File: src/sv/pwin_pkg.sv
// shared types, constants and helpers for the percentile winsorize core
package pwin_pkg;

	localparam int SAMPLE_BITS = 16;
	localparam int MAX_LEN     = 64;
	localparam int LEN_BITS    = 7;
	localparam int IDX_BITS    = 6;
	localparam int PCT_BITS    = 13;
	localparam int PCT_MAX     = 4999;
	localparam int PCT_FULL    = 10000;
	localparam int ACC_BITS    = 20;
	localparam int CFG_IDX_BITS = 2;

	typedef logic signed [SAMPLE_BITS-1:0] sample_t;
	typedef logic [IDX_BITS-1:0]           idx_t;
	typedef logic [LEN_BITS-1:0]           len_t;
	typedef logic [PCT_BITS-1:0]           pct_t;
	typedef logic [ACC_BITS-1:0]           acc_t;

	typedef enum logic [CFG_IDX_BITS-1:0] {
		REG_VECTOR_LENGTH = 2'd0,
		REG_LOWER_PCT     = 2'd1,
		REG_UPPER_PCT     = 2'd2
	} cfg_reg_t;

	typedef struct packed {
		logic done;
		idx_t r_lo;
		idx_t r_hi;
	} rank_res_t;

	function automatic len_t eff_len(input len_t v);
		len_t r;
		r = v;
		if (v == '0) begin
			r = len_t'(1);
		end else if (v > len_t'(MAX_LEN)) begin
			r = len_t'(MAX_LEN);
		end
		return r;
	endfunction

	function automatic pct_t eff_pct(input pct_t p);
		return (p > pct_t'(PCT_MAX)) ? pct_t'(PCT_MAX) : p;
	endfunction

endpackage

File: src/sv/pwin_ram.sv
// generic dual read port ram with registered reads
module pwin_ram #(
	parameter int WIDTH = 16,
	parameter int DEPTH = 64
) (
	input  logic                     clk,
	input  logic                     we,
	input  logic [$clog2(DEPTH)-1:0] waddr,
	input  logic [WIDTH-1:0]         wdata,
	input  logic [$clog2(DEPTH)-1:0] raddr_a,
	output logic [WIDTH-1:0]         rdata_a,
	input  logic [$clog2(DEPTH)-1:0] raddr_b,
	output logic [WIDTH-1:0]         rdata_b
);

	logic [WIDTH-1:0] mem_q [DEPTH];

	always_ff @(posedge clk) begin
		if (we) begin
			mem_q[waddr] <= wdata;
		end
		rdata_a <= mem_q[raddr_a];
		rdata_b <= mem_q[raddr_b];
	end

endmodule

File: src/sv/pwin_rank.sv
// iterative rank target computation by stepping multiples of the percent scale
module pwin_rank import pwin_pkg::*; (
	input  logic      clk,
	input  logic      arst_n,
	input  logic      start,
	input  idx_t      n_m1,
	input  pct_t      lo_pct,
	input  pct_t      up_pct,
	output rank_res_t res
);

	logic run_q;
	logic done_q;
	idx_t r_q;
	idx_t n_m1_q;
	acc_t acc_q;
	acc_t x_lo_q;
	acc_t x_hi_q;
	len_t cnt_lo_q;
	len_t cnt_hi_q;

	always_ff @(posedge clk or negedge arst_n) begin
		if (!arst_n) begin
			run_q    <= 1'b0;
			done_q   <= 1'b0;
			r_q      <= '0;
			n_m1_q   <= '0;
			acc_q    <= '0;
			x_lo_q   <= '0;
			x_hi_q   <= '0;
			cnt_lo_q <= '0;
			cnt_hi_q <= '0;
		end else begin
			done_q <= 1'b0;
			if (start) begin
				run_q    <= 1'b1;
				r_q      <= '0;
				n_m1_q   <= n_m1;
				acc_q    <= '0;
				x_lo_q   <= acc_t'(acc_t'(lo_pct) * acc_t'(n_m1));
				x_hi_q   <= acc_t'((acc_t'(PCT_FULL) - acc_t'(up_pct)) * acc_t'(n_m1));
				cnt_lo_q <= '0;
				cnt_hi_q <= '0;
			end else if (run_q) begin
				// ceil counts steps strictly below, floor counts steps at or below
				if (acc_q < x_lo_q) begin
					cnt_lo_q <= cnt_lo_q + len_t'(1);
				end
				if (acc_q <= x_hi_q) begin
					cnt_hi_q <= cnt_hi_q + len_t'(1);
				end
				acc_q <= acc_q + acc_t'(PCT_FULL);
				r_q   <= r_q + idx_t'(1);
				if (r_q == n_m1_q) begin
					run_q  <= 1'b0;
					done_q <= 1'b1;
				end
			end
		end
	end

	always_comb begin
		res.done = done_q;
		res.r_lo = cnt_lo_q[IDX_BITS-1:0];
		res.r_hi = IDX_BITS'(cnt_hi_q - len_t'(1));
	end

endmodule

File: src/sv/percentile_winsorize_core.sv
// top level of the percentile winsorize core: load, rank search and clamp sequencer
// Samples are taken one per cycle while busy is low; a vector of L samples
// (L from vector_length) is buffered in a two read port sample memory. On the
// L-th sample busy rises. With L of 1 or a zero lower percentile the vector is
// replayed unchanged. Otherwise the rank targets are counted out first, then
// both order statistics are found by comparing every stored sample against
// every stored sample, itself included, one compare per cycle through the
// memory, and then the vector is replayed clamped to them. Results come one
// per cycle on result_valid, registered behind the registered memory reads,
// and cannot be held off; the last carries last_of_vector. Configuration is
// to be written only while idle, which the block itself does not enforce;
// writing vector_length drops a partly loaded vector.
module percentile_winsorize_core import pwin_pkg::*; (
	input  logic                    clk,
	input  logic                    arst_n,
	input  logic                    start,
	output logic                    busy,
	input  sample_t                 sample_in,
	input  logic                    cfg_we,
	input  logic [CFG_IDX_BITS-1:0] cfg_index,
	input  logic [PCT_BITS-1:0]     cfg_wdata,
	output logic                    result_valid,
	output sample_t                 clipped_value,
	output logic                    last_of_vector
);

	typedef enum logic [3:0] {
		ST_LOAD = 4'b0001,
		ST_RANK = 4'b0010,
		ST_SEL  = 4'b0100,
		ST_EMIT = 4'b1000
	} state_t;

	state_t    state_q;
	len_t      vlen_q;
	pct_t      lo_pct_q;
	pct_t      up_pct_q;
	idx_t      fill_q;
	idx_t      i_q;
	idx_t      j_q;
	logic      drain_q;
	logic      pass_q;
	len_t      lt_q;
	len_t      le_q;
	sample_t   low_q;
	sample_t   high_q;
	logic      cmp_s1;
	logic      emit_s1;
	logic      last_s1;
	logic      jlast_s1;
	logic      result_valid_q;
	sample_t   clipped_q;
	logic      last_q;

	len_t      len_eff;
	idx_t      n_m1;
	pct_t      lo_eff;
	pct_t      up_eff;
	logic      accept;
	logic      load_done;
	logic      pass;
	logic      rank_start;
	rank_res_t rank_res;
	idx_t      raddr_b;
	logic [SAMPLE_BITS-1:0] rdata_a;
	logic [SAMPLE_BITS-1:0] rdata_b;
	sample_t   cand;
	sample_t   probe;
	logic      probe_lt;
	logic      probe_le;
	len_t      lt_new;
	len_t      le_new;
	logic      match_lo;
	logic      match_hi;
	sample_t   clamp_val;

	assign len_eff    = eff_len(vlen_q);
	assign n_m1       = IDX_BITS'(len_eff - len_t'(1));
	assign lo_eff     = eff_pct(lo_pct_q);
	assign up_eff     = eff_pct(up_pct_q);
	assign busy       = (state_q != ST_LOAD);
	assign accept     = start && !busy;
	assign load_done  = accept && (fill_q == n_m1);
	assign pass       = (len_eff == len_t'(1)) || (lo_eff == '0);
	assign rank_start = load_done && !pass;
	assign raddr_b    = i_q;

	pwin_ram #(
		.WIDTH(SAMPLE_BITS),
		.DEPTH(MAX_LEN)
	) u_store (
		.clk    (clk),
		.we     (accept),
		.waddr  (fill_q),
		.wdata  (sample_in),
		.raddr_a(j_q),
		.rdata_a(rdata_a),
		.raddr_b(raddr_b),
		.rdata_b(rdata_b)
	);

	pwin_rank u_rank (
		.clk   (clk),
		.arst_n(arst_n),
		.start (rank_start),
		.n_m1  (n_m1),
		.lo_pct(lo_eff),
		.up_pct(up_eff),
		.res   (rank_res)
	);

	// shared compare: probe sample against candidate
	always_comb begin
		cand     = $signed(rdata_a);
		probe    = $signed(rdata_b);
		probe_lt = probe < cand;
		probe_le = probe <= cand;
		lt_new   = lt_q + len_t'(probe_lt);
		le_new   = le_q + len_t'(probe_le);
		match_lo = (lt_new <= len_t'(rank_res.r_lo)) && (len_t'(rank_res.r_lo) < le_new);
		match_hi = (lt_new <= len_t'(rank_res.r_hi)) && (len_t'(rank_res.r_hi) < le_new);
		clamp_val = probe;
		if (!pass_q) begin
			if (probe < low_q) begin
				clamp_val = low_q;
			end else if (probe > high_q) begin
				clamp_val = high_q;
			end
		end
	end

	always_ff @(posedge clk or negedge arst_n) begin
		if (!arst_n) begin
			vlen_q   <= len_t'(MAX_LEN);
			lo_pct_q <= '0;
			up_pct_q <= '0;
		end else if (cfg_we) begin
			case (cfg_index)
				REG_VECTOR_LENGTH: vlen_q   <= cfg_wdata[LEN_BITS-1:0];
				REG_LOWER_PCT:     lo_pct_q <= cfg_wdata;
				REG_UPPER_PCT:     up_pct_q <= cfg_wdata;
				default: ;
			endcase
		end
	end

	always_ff @(posedge clk or negedge arst_n) begin
		if (!arst_n) begin
			state_q        <= ST_LOAD;
			fill_q         <= '0;
			i_q            <= '0;
			j_q            <= '0;
			drain_q        <= 1'b0;
			pass_q         <= 1'b0;
			lt_q           <= '0;
			le_q           <= '0;
			low_q          <= '0;
			high_q         <= '0;
			cmp_s1         <= 1'b0;
			emit_s1        <= 1'b0;
			last_s1        <= 1'b0;
			jlast_s1       <= 1'b0;
			result_valid_q <= 1'b0;
			clipped_q      <= '0;
			last_q         <= 1'b0;
		end else begin
			cmp_s1   <= (state_q == ST_SEL) && !drain_q;
			emit_s1  <= (state_q == ST_EMIT);
			last_s1  <= (i_q == n_m1);
			jlast_s1 <= (j_q == n_m1);

			case (state_q)
				ST_LOAD: begin
					if (cfg_we && (cfg_index == REG_VECTOR_LENGTH)) begin
						fill_q <= '0;
					end else if (load_done) begin
						fill_q  <= '0;
						pass_q  <= pass;
						i_q     <= '0;
						j_q     <= '0;
						drain_q <= 1'b0;
						state_q <= pass ? ST_EMIT : ST_RANK;
					end else if (accept) begin
						fill_q <= fill_q + idx_t'(1);
					end
				end
				ST_RANK: begin
					if (rank_res.done) begin
						i_q     <= '0;
						j_q     <= '0;
						state_q <= ST_SEL;
					end
				end
				ST_SEL: begin
					if (!drain_q) begin
						if (i_q == n_m1) begin
							i_q <= '0;
							if (j_q == n_m1) begin
								drain_q <= 1'b1;
							end else begin
								j_q <= j_q + idx_t'(1);
							end
						end else begin
							i_q <= i_q + idx_t'(1);
						end
					end
					if (cmp_s1 && last_s1 && jlast_s1) begin
						drain_q <= 1'b0;
						i_q     <= '0;
						j_q     <= '0;
						state_q <= ST_EMIT;
					end
				end
				ST_EMIT: begin
					if (i_q == n_m1) begin
						i_q     <= '0;
						state_q <= ST_LOAD;
					end else begin
						i_q <= i_q + idx_t'(1);
					end
				end
				default: state_q <= ST_LOAD;
			endcase

			// candidate rank counting
			if (cmp_s1) begin
				if (last_s1) begin
					lt_q <= '0;
					le_q <= '0;
					if (match_lo) begin
						low_q <= cand;
					end
					if (match_hi) begin
						high_q <= cand;
					end
				end else begin
					lt_q <= lt_new;
					le_q <= le_new;
				end
			end

			result_valid_q <= emit_s1;
			clipped_q      <= clamp_val;
			last_q         <= emit_s1 && last_s1;
		end
	end

	assign result_valid   = result_valid_q;
	assign clipped_value  = clipped_q;
	assign last_of_vector = last_q;

	a_last_gap: assert property (@(posedge clk) disable iff (!arst_n)
		result_valid && last_of_vector |=> !result_valid)
		else $error("result strobe right after end of vector");

	a_done_in_rank: assert property (@(posedge clk) disable iff (!arst_n)
		rank_res.done |-> state_q == ST_RANK)
		else $error("rank done outside rank phase");

	a_sel_entry: assert property (@(posedge clk) disable iff (!arst_n)
		(state_q == ST_RANK) && rank_res.done |=> (state_q == ST_SEL) && (i_q == '0) && (j_q == '0))
		else $error("search did not start at first pair");

	a_rank_range: assert property (@(posedge clk) disable iff (!arst_n)
		state_q == ST_SEL |-> (rank_res.r_lo <= n_m1) && (rank_res.r_hi <= n_m1))
		else $error("rank target beyond vector");

	a_no_load_busy: assert property (@(posedge clk) disable iff (!arst_n)
		busy |=> $stable(fill_q) || (fill_q == '0))
		else $error("fill count moved while busy");

endmodule

File: config.mk
export PLATFORM = sky130hd
export DESIGN_NAME = percentile_winsorize_core
export DESIGN_NICKNAME = d
export VERILOG_FILES = /design/src/sv/pwin_pkg.sv /design/src/sv/pwin_ram.sv /design/src/sv/pwin_rank.sv /design/src/sv/percentile_winsorize_core.sv
export SDC_FILE = /design/constraint.sdc
export NUM_CORES = 2
export LEC_CHECK = 0
export ABC_AREA = 1
export BUFFER_PORTS_ARGS = -buffer_cell sky130_fd_sc_hd__buf_2
export CORE_MARGIN = 1
export CORE_UTILIZATION = 45
export CTS_BUF_LIST = sky130_fd_sc_hd__clkbuf_4
export DETAILED_ROUTE_END_ITERATION = 16
export GPL_ROUTABILITY_DRIVEN = 0
export PLACE_DENSITY = 0.64
export SLEW_MARGIN = 5
export SYNTH_ARGS = -nofsm -noshare
export SYNTH_HDL_FRONTEND = slang
export SYNTH_HIERARCHICAL = 1
export SYNTH_SLANG_ARGS = --single-unit
File: constraint.sdc
create_clock -name clk -period 7.1 [get_ports clk]
set_input_delay 0 -clock clk [delete_from_list [all_inputs] [get_ports clk]]
set_output_delay 0 -clock clk [all_outputs]
set_load 0.01 [all_outputs]
After elaboration in Yosys (flattened, before gate mapping)
Memories as Yosys holds them, arrays and structs flattened. A register that Yosys moved wholly into a read port is not among the register bits.
Index checks and enable logic that the tools add are counted.
W data, S select, Z words.
- multipliers: 2
- reductions and logical operators: 37
- add/subtract/negate cells: 12
- bitwise logic cells: 1
- magnitude comparators: 13
- equal/unequal tests: 20
- mux-type cells: 56
- operator list (cell ; number):
    $mux W6 ; 15
    $mux W7 ; 10
    $mux W16 ; 3
    $mux W20 ; 2
    $lt A16 B16 Y1 ; 2
    $gt A13 B13 Y1 const B ; 2
    $mux W13 ; 2
    $add A6 B1 Y6 const B ; 4
    $eq A6 B6 Y1 ; 4
    $mux W4 ; 6
    $pmux W6 S4 ; 1
    $add A20 B14 Y20 const B ; 1
    $le A20 B20 Y1 ; 1
    $lt A20 B19 Y1 ; 1
    $mul A20 B6 Y20 ; 1
    $mul A13 B6 Y19 ; 1
    $pmux W6 S3 ; 1
    $gt A16 B16 Y1 ; 1
    $le A16 B16 Y1 ; 1
    $pmux W4 S4 ; 1
    $sub A14 B13 Y15 const A ; 1
    $add A7 B1 Y7 ; 2
    $add A7 B1 Y7 const B ; 2
    $le A7 B6 Y1 ; 2
    31 further kinds ; 74
- memories kept: 1
- bits of input ports: 35
- bits in writable memories: 1024
- bits in registers: 212
- memories (name ; words ; bits a word ; read ports ; clocked after memory_dff ; wr ports ; RTL line ; source):
    u_store.mem_q ; 64 ; 16 ; 2 ; 2 ; 1 ; pwin_ram.sv:16 ; logic [WIDTH-1:0] mem_q [DEPTH];

Longest topological paths before layout
- depth after elaboration: 10
- depth in mapped cells: 31
- gate-level depth less buffers: 30

By module
The synthesis kept the hierarchy.
- modules (own cells, without submodules) (module ; area each (sq um) ; cells each ; instances):
    pwin_ram ; 53052.1 ; 5920 ; 1
    pwin_rank ; 9877.0 ; 1396 ; 1
    percentile_winsorize_core ; 8220.4 ; 1096 ; 1

Least setup slack after synthesis
OpenSTA, ideal clock, no wires.
- path kind: reg2reg
- from: reg up_pct_q[5]
- to: reg u_rank.x_hi_q[16]
- cell stages (with the launch flop): 27
- period minus slack after synthesis: 5.008 ns
- path buffers: 0
- setup slack: 2.092 ns
- arrival: 4.890 ns
- path through: dfrtp_1 -> nor4_1 -> o211ai_1 -> nand2_1 -> inv_1 -> or2_2 -> inv_1 -> ha_1 -> nand3_1 -> a21oi_1 -> nand2_1 -> a21oi_1 -> nor2_1 -> fa_1 -> fa_1 -> inv_1 -> fa_1 -> inv_1 -> ha_1 -> nand2_1 -> inv_1 -> a21oi_1 -> nor2_1 -> nor2_1 -> nand3_1 -> nand3_1 -> nand2_1
- cells in the longest elaborated chain, start to end: 4
- ends and longest elaborated chain (what ; RTL line ; source):
    start: declaration ; percentile_winsorize_core.sv:37 ; pct_t up_pct_q;
    start signal: assignment ; percentile_winsorize_core.sv:141 ; REG_UPPER_PCT: up_pct_q <= cfg_wdata;
    $gt A13 B13 Y1 ; pwin_pkg.sv:44 ; return (p > pct_t'(PCT_MAX)) ? pct_t'(PCT_MAX) : p;
    $mux W13 ; pwin_pkg.sv:44 ;
    net up_eff[0] ; percentile_winsorize_core.sv:58 ; pct_t up_eff;
    $sub A14 B13 Y15 ; pwin_rank.sv:41 ; x_hi_q <= acc_t'((acc_t'(PCT_FULL) - acc_t'(up_pct)) * acc_t'(n_m1));
    $mul A20 B6 Y20 ; pwin_rank.sv:41 ;
    end signal: assignment ; pwin_rank.sv:41 ;
    end: declaration ; pwin_rank.sv:18 ; acc_t x_hi_q;
The timed path passes the listed nets, and every way through them passes these cells.
A chain may end at the register's enable or synchronous reset.

Worst setup path after layout
- from: reg up_pct_q[5]
- to: reg u_rank.x_hi_q[15]
The elaborated chain is that of the path after synthesis.

==> flow_metrics.py <==
metrics = {
    "timing": {
        "period_share_pct": 79.86,
        "setup_tns_ps": 0,
        "skew_ps": 171.1,
        "whs_ps": 216.7,
        "worst_pin_slew_ps": 1260,
        "rsz0062_at_grt": "false",
        "slew_headroom_pct": 15.90,
        "max_freq_ghz": 0.1764,
        "period_needed_ps": 5670,
        "finalSetupViolCount": 0,
        "hold_violations": 0,
        "final_max_slew_viol_count": 0,
    },
    "synth": {
        "synth_edf_count": 1024,
        "syn-cell-area_um2": 71150,
        "ys.flop_type": "edfxtp_1",
        "yosysTopAreaCell": "edfxtp_1",
        "synth_cell_types": 63,
        "yosys-top-cells-area": "edfxtp_1 (43%), nand2_1 (17%), nand3_1 (14%)",
        "syn_inst": 8412,
        "syn_avg_cell_area_um2": 8.458,
        "yosys_warnings": 6,
        "synth-async-reset-ratio_pct": 16.32,
        "ys_ff_latch": 1262,
        "synth_top_area_share_pct": 43.22,
        "yosysSeqAreaShare_pct": 51.37,
        "synth_nets": 8709,
    },
    "clock_network": {
        "cts_root_buf": "clkbuf_4",
        "htreeDepth": 5,
        "cts_tree": "built",
        "clock-sinks": 1262,
        "cts_buffers": 362,
        "clock_path_buffers": 4,
        "post-cts-setup-buffer-count": 0,
        "path_clk_slew_ps": 50,
        "clk_latency_ps": 1390,
    },
    "pwr": {
        "total_power_mw": 23.94,
        "intPower_mw": 14.88,
        "ir_drop_v": 0.0004016,
        "pwr-share-clk_pct": 27.1,
        "powerDensity_nw_per_um2": 309.4,
        "netSwitchingFraction_pct": 37.86,
        "seq_power_share_pct": 37.0,
        "p_comb_share_pct": 35.9,
        "switchingPower_mw": 9.062,
        "power_leakage_nw": 32.86,
    },
    "global_routing": {
        "track_usage_pct": 29.40,
        "grt-ovfl-total": 0,
        "grt_antenna_before_repair": 5,
        "grt_pass1_wl_mm": 356.9,
        "grt_max_degree": 177,
        "grt_pass1_vias": 60760,
    },
    "floorplan": {
        "ioPinCount": 54,
        "num_rows": 145,
        "start_util_pct": 45.44,
        "coreArea_um2": 156600,
        "die_y_um": 399.6,
        "die-width_um": 399.6,
        "dieArea_um2": 159700,
    },
    "route": {
        "drc": 0,
        "antenna_left": 0,
        "drt_iter0_markers": 8188,
        "via_per_inst": 5.813,
        "first_pass_iters": 8,
        "route.vias.total": 63090,
        "drt_wl_total_mm": 238.9,
        "wl_per_cell_um": 22.02,
    },
    "final_layout": {
        "nNetsFinal": 8847,
        "n_fill_cell": 14670,
        "regMostFlops": "u_store/mem_q",
        "top_regs": "u_store/mem_q: 1024 flops, u_rank/x_hi_q: 20 flops, u_rank/x_lo_q: 19 flops",
        "largest_reg_flops": 1024,
        "area_delta_synth_final_pct": 8.728,
        "drive_gt1_share_pct": 9.650,
    },
    "worst_setup_path": {
        "cp_data_arrival_time_ps": 6770,
        "required_ps": 8200,
        "critPathMaxFanout": 12,
        "worst-r2r-setup-slack_ps": 1430,
        "critical_path_class": "register to register",
        "start_kind": "register",
        "endpoint_kind": "register",
    },
    "place": {
        "port_buffers": 53,
        "dpl.hpwl_mm": 136.3,
    },
    "outcome": {
        "outcome": "complete, no violations",
    },
    "job": {
        "cap_violations": 0,
    },
    "worst_hold_path": {
        "worst_hold_path_type": "input port to register",
    },
}
layout make-up:
class / instances / area, um^2 / area share, %
clock buffers: 519 / 3896 / 5.037
inverters: 481 / 1873 / 2.421
well taps: 2058 / 2575 / 3.329
repair buffers: 280 / 2267 / 2.931
multi-input cells: 6163 / 29810 / 38.53
diodes: 6 / 15.01 / 0.01941
clock inverters: 83 / 351.6 / 0.4545
flip-flops and latches: 1262 / 36570 / 47.28
synth_stat cells (all sizes together), types with 2 or more instances:
cell / count
o31ai: 2
o21bai: 3
xor2: 33
o211ai: 6
and2: 3
nor3b: 2
o21a: 4
nand3: 1937
o21ai: 130
nor2: 257
a21oi: 95
a21o: 4
nand2: 3266
edfxtp: 1024
a21boi: 2
fa: 94
dfxtp: 32
or2: 16
clkbuf: 88
dfrtp: 204
nand3b: 10
buf: 418
nor3: 40
a31oi: 2
dfstp: 2
nor4: 15
o22ai: 21
ha: 168
a41oi: 2
xnor2: 12
clkinv: 5
nand4: 30
a211oi: 2
inv: 476
final timing paths:
| path | from | to | depth (start not counted) |
|---|---|---|---|
| max | up_pct_q[5] | u_rank/x_hi_q[15] | 26 |
| min | cfg_wdata[7] | lo_pct_q[7] | 5 |
| min reg2reg | emit_s1 | result_valid | 0 |
| max in group asynchronous | arst_n | i_q[0] | 6 |
| max reg2reg | up_pct_q[5] | u_rank/x_hi_q[15] | 26 |
| min in group asynchronous | arst_n | clipped_value[14] | 5 |
power by group through the flow:
stage	sequential [mW]	clock [mW]	combinational, mW
floorplan	8.87	0	6.40
CTS	8.86	6.60	8.55
finish	8.85	6.50	8.59
detailed placement	9.01	0	8.46
global route	8.91	7.00	9.87
global placement	8.99	0	8.33
per-layer routing:
layer	GRT usage [%]	wire (um)
met2	44.59	104900
met3	8.800	32200
met5	0	13
met1	38.50	91560
met4	13.64	10290
critical path, stage by stage, from the launching register on:
cell and delay (ps):
dfrtp_1 400, nor4_1 280, o211ai_1 110, nand2_1 60, inv_1 130, or2_2 380, inv_1 120, ha_1 190
nand3_1 150, a21oi_1 220, nand2_1 130, a21oi_1 440, nor2_1 130, fa_1 530, fa_1 550, inv_1 50
fa_1 470, inv_1 40, ha_1 330, nand2_1 160, inv_1 60, a21oi_1 150, nand2_1 150, nand3_1 130
nand3b_1 90, nand3_1 90, nand2_1 60
placed cells by master (no fill, tap or decap), types with 7 or more instances in the layout:
cell,Yosys,routed
buf_4,38,139
nor2_2,5,29
nor2_1,249,224
xor2_1,33,33
nand2_1,3250,3250
clkinv_1,3,71
nand4_1,30,30
buf_2,229,52
dlygate4sd3_1,0,82
nand3b_1,10,10
clkbuf_4,0,519
or2_2,16,16
inv_2,10,14
nor3_1,37,37
dfrtp_1,204,196
a21oi_1,94,94
fa_1,94,94
ha_1,168,168
o21ai_0,125,125
dfxtp_1,32,32
clkinv_2,2,10
xnor2_1,11,11
o22ai_1,21,21
nor4_1,15,7
nand3_1,1933,1933
nand2_2,11,11
nor4_2,0,8
edfxtp_1,1024,1024
inv_1,464,459
cell families (layout without fill, tap and decap cells):
logic type                 after synthesis  count (layout)  share of synthesized area (%)
AOI/OAI and AO/OA                      277             277                          2.128
DFF                                   1262            1262                          51.37
other                                    0               6                              0
buffers and inverters                  987            1363                          6.902
and+or+nand+nor                       5579            5579                          33.44
xor gates and xnor gates                45              45                         0.5645
adders and majority gates              262             262                          5.599
metrics by stage:
| step | worst slack (ps) | utilization [%] | cell area [um^2] | instances |
|---|---|---|---|---|
| after floorplan | 2092 | - | 71150 | 8412 |
| after global placement | 1423 | 46.14 | 72250 | 10160 |
| after detailed placement | 1399 | 46.14 | 72250 | 10160 |
| after CTS | 1403 | 49.40 | 77340 | 10850 |
| after global routing | 851.2 | 49.41 | 77360 | 10850 |
| final | 1430 | 49.41 | 77360 | 10850 |
what timing repair did:
action,4_1_cts,5_1_grt
hold buffers,83,0
endpoints found under the hold margin,1296,0
gates resized for setup,0,0
No activity file was read; power rests on OpenSTA's default activity.
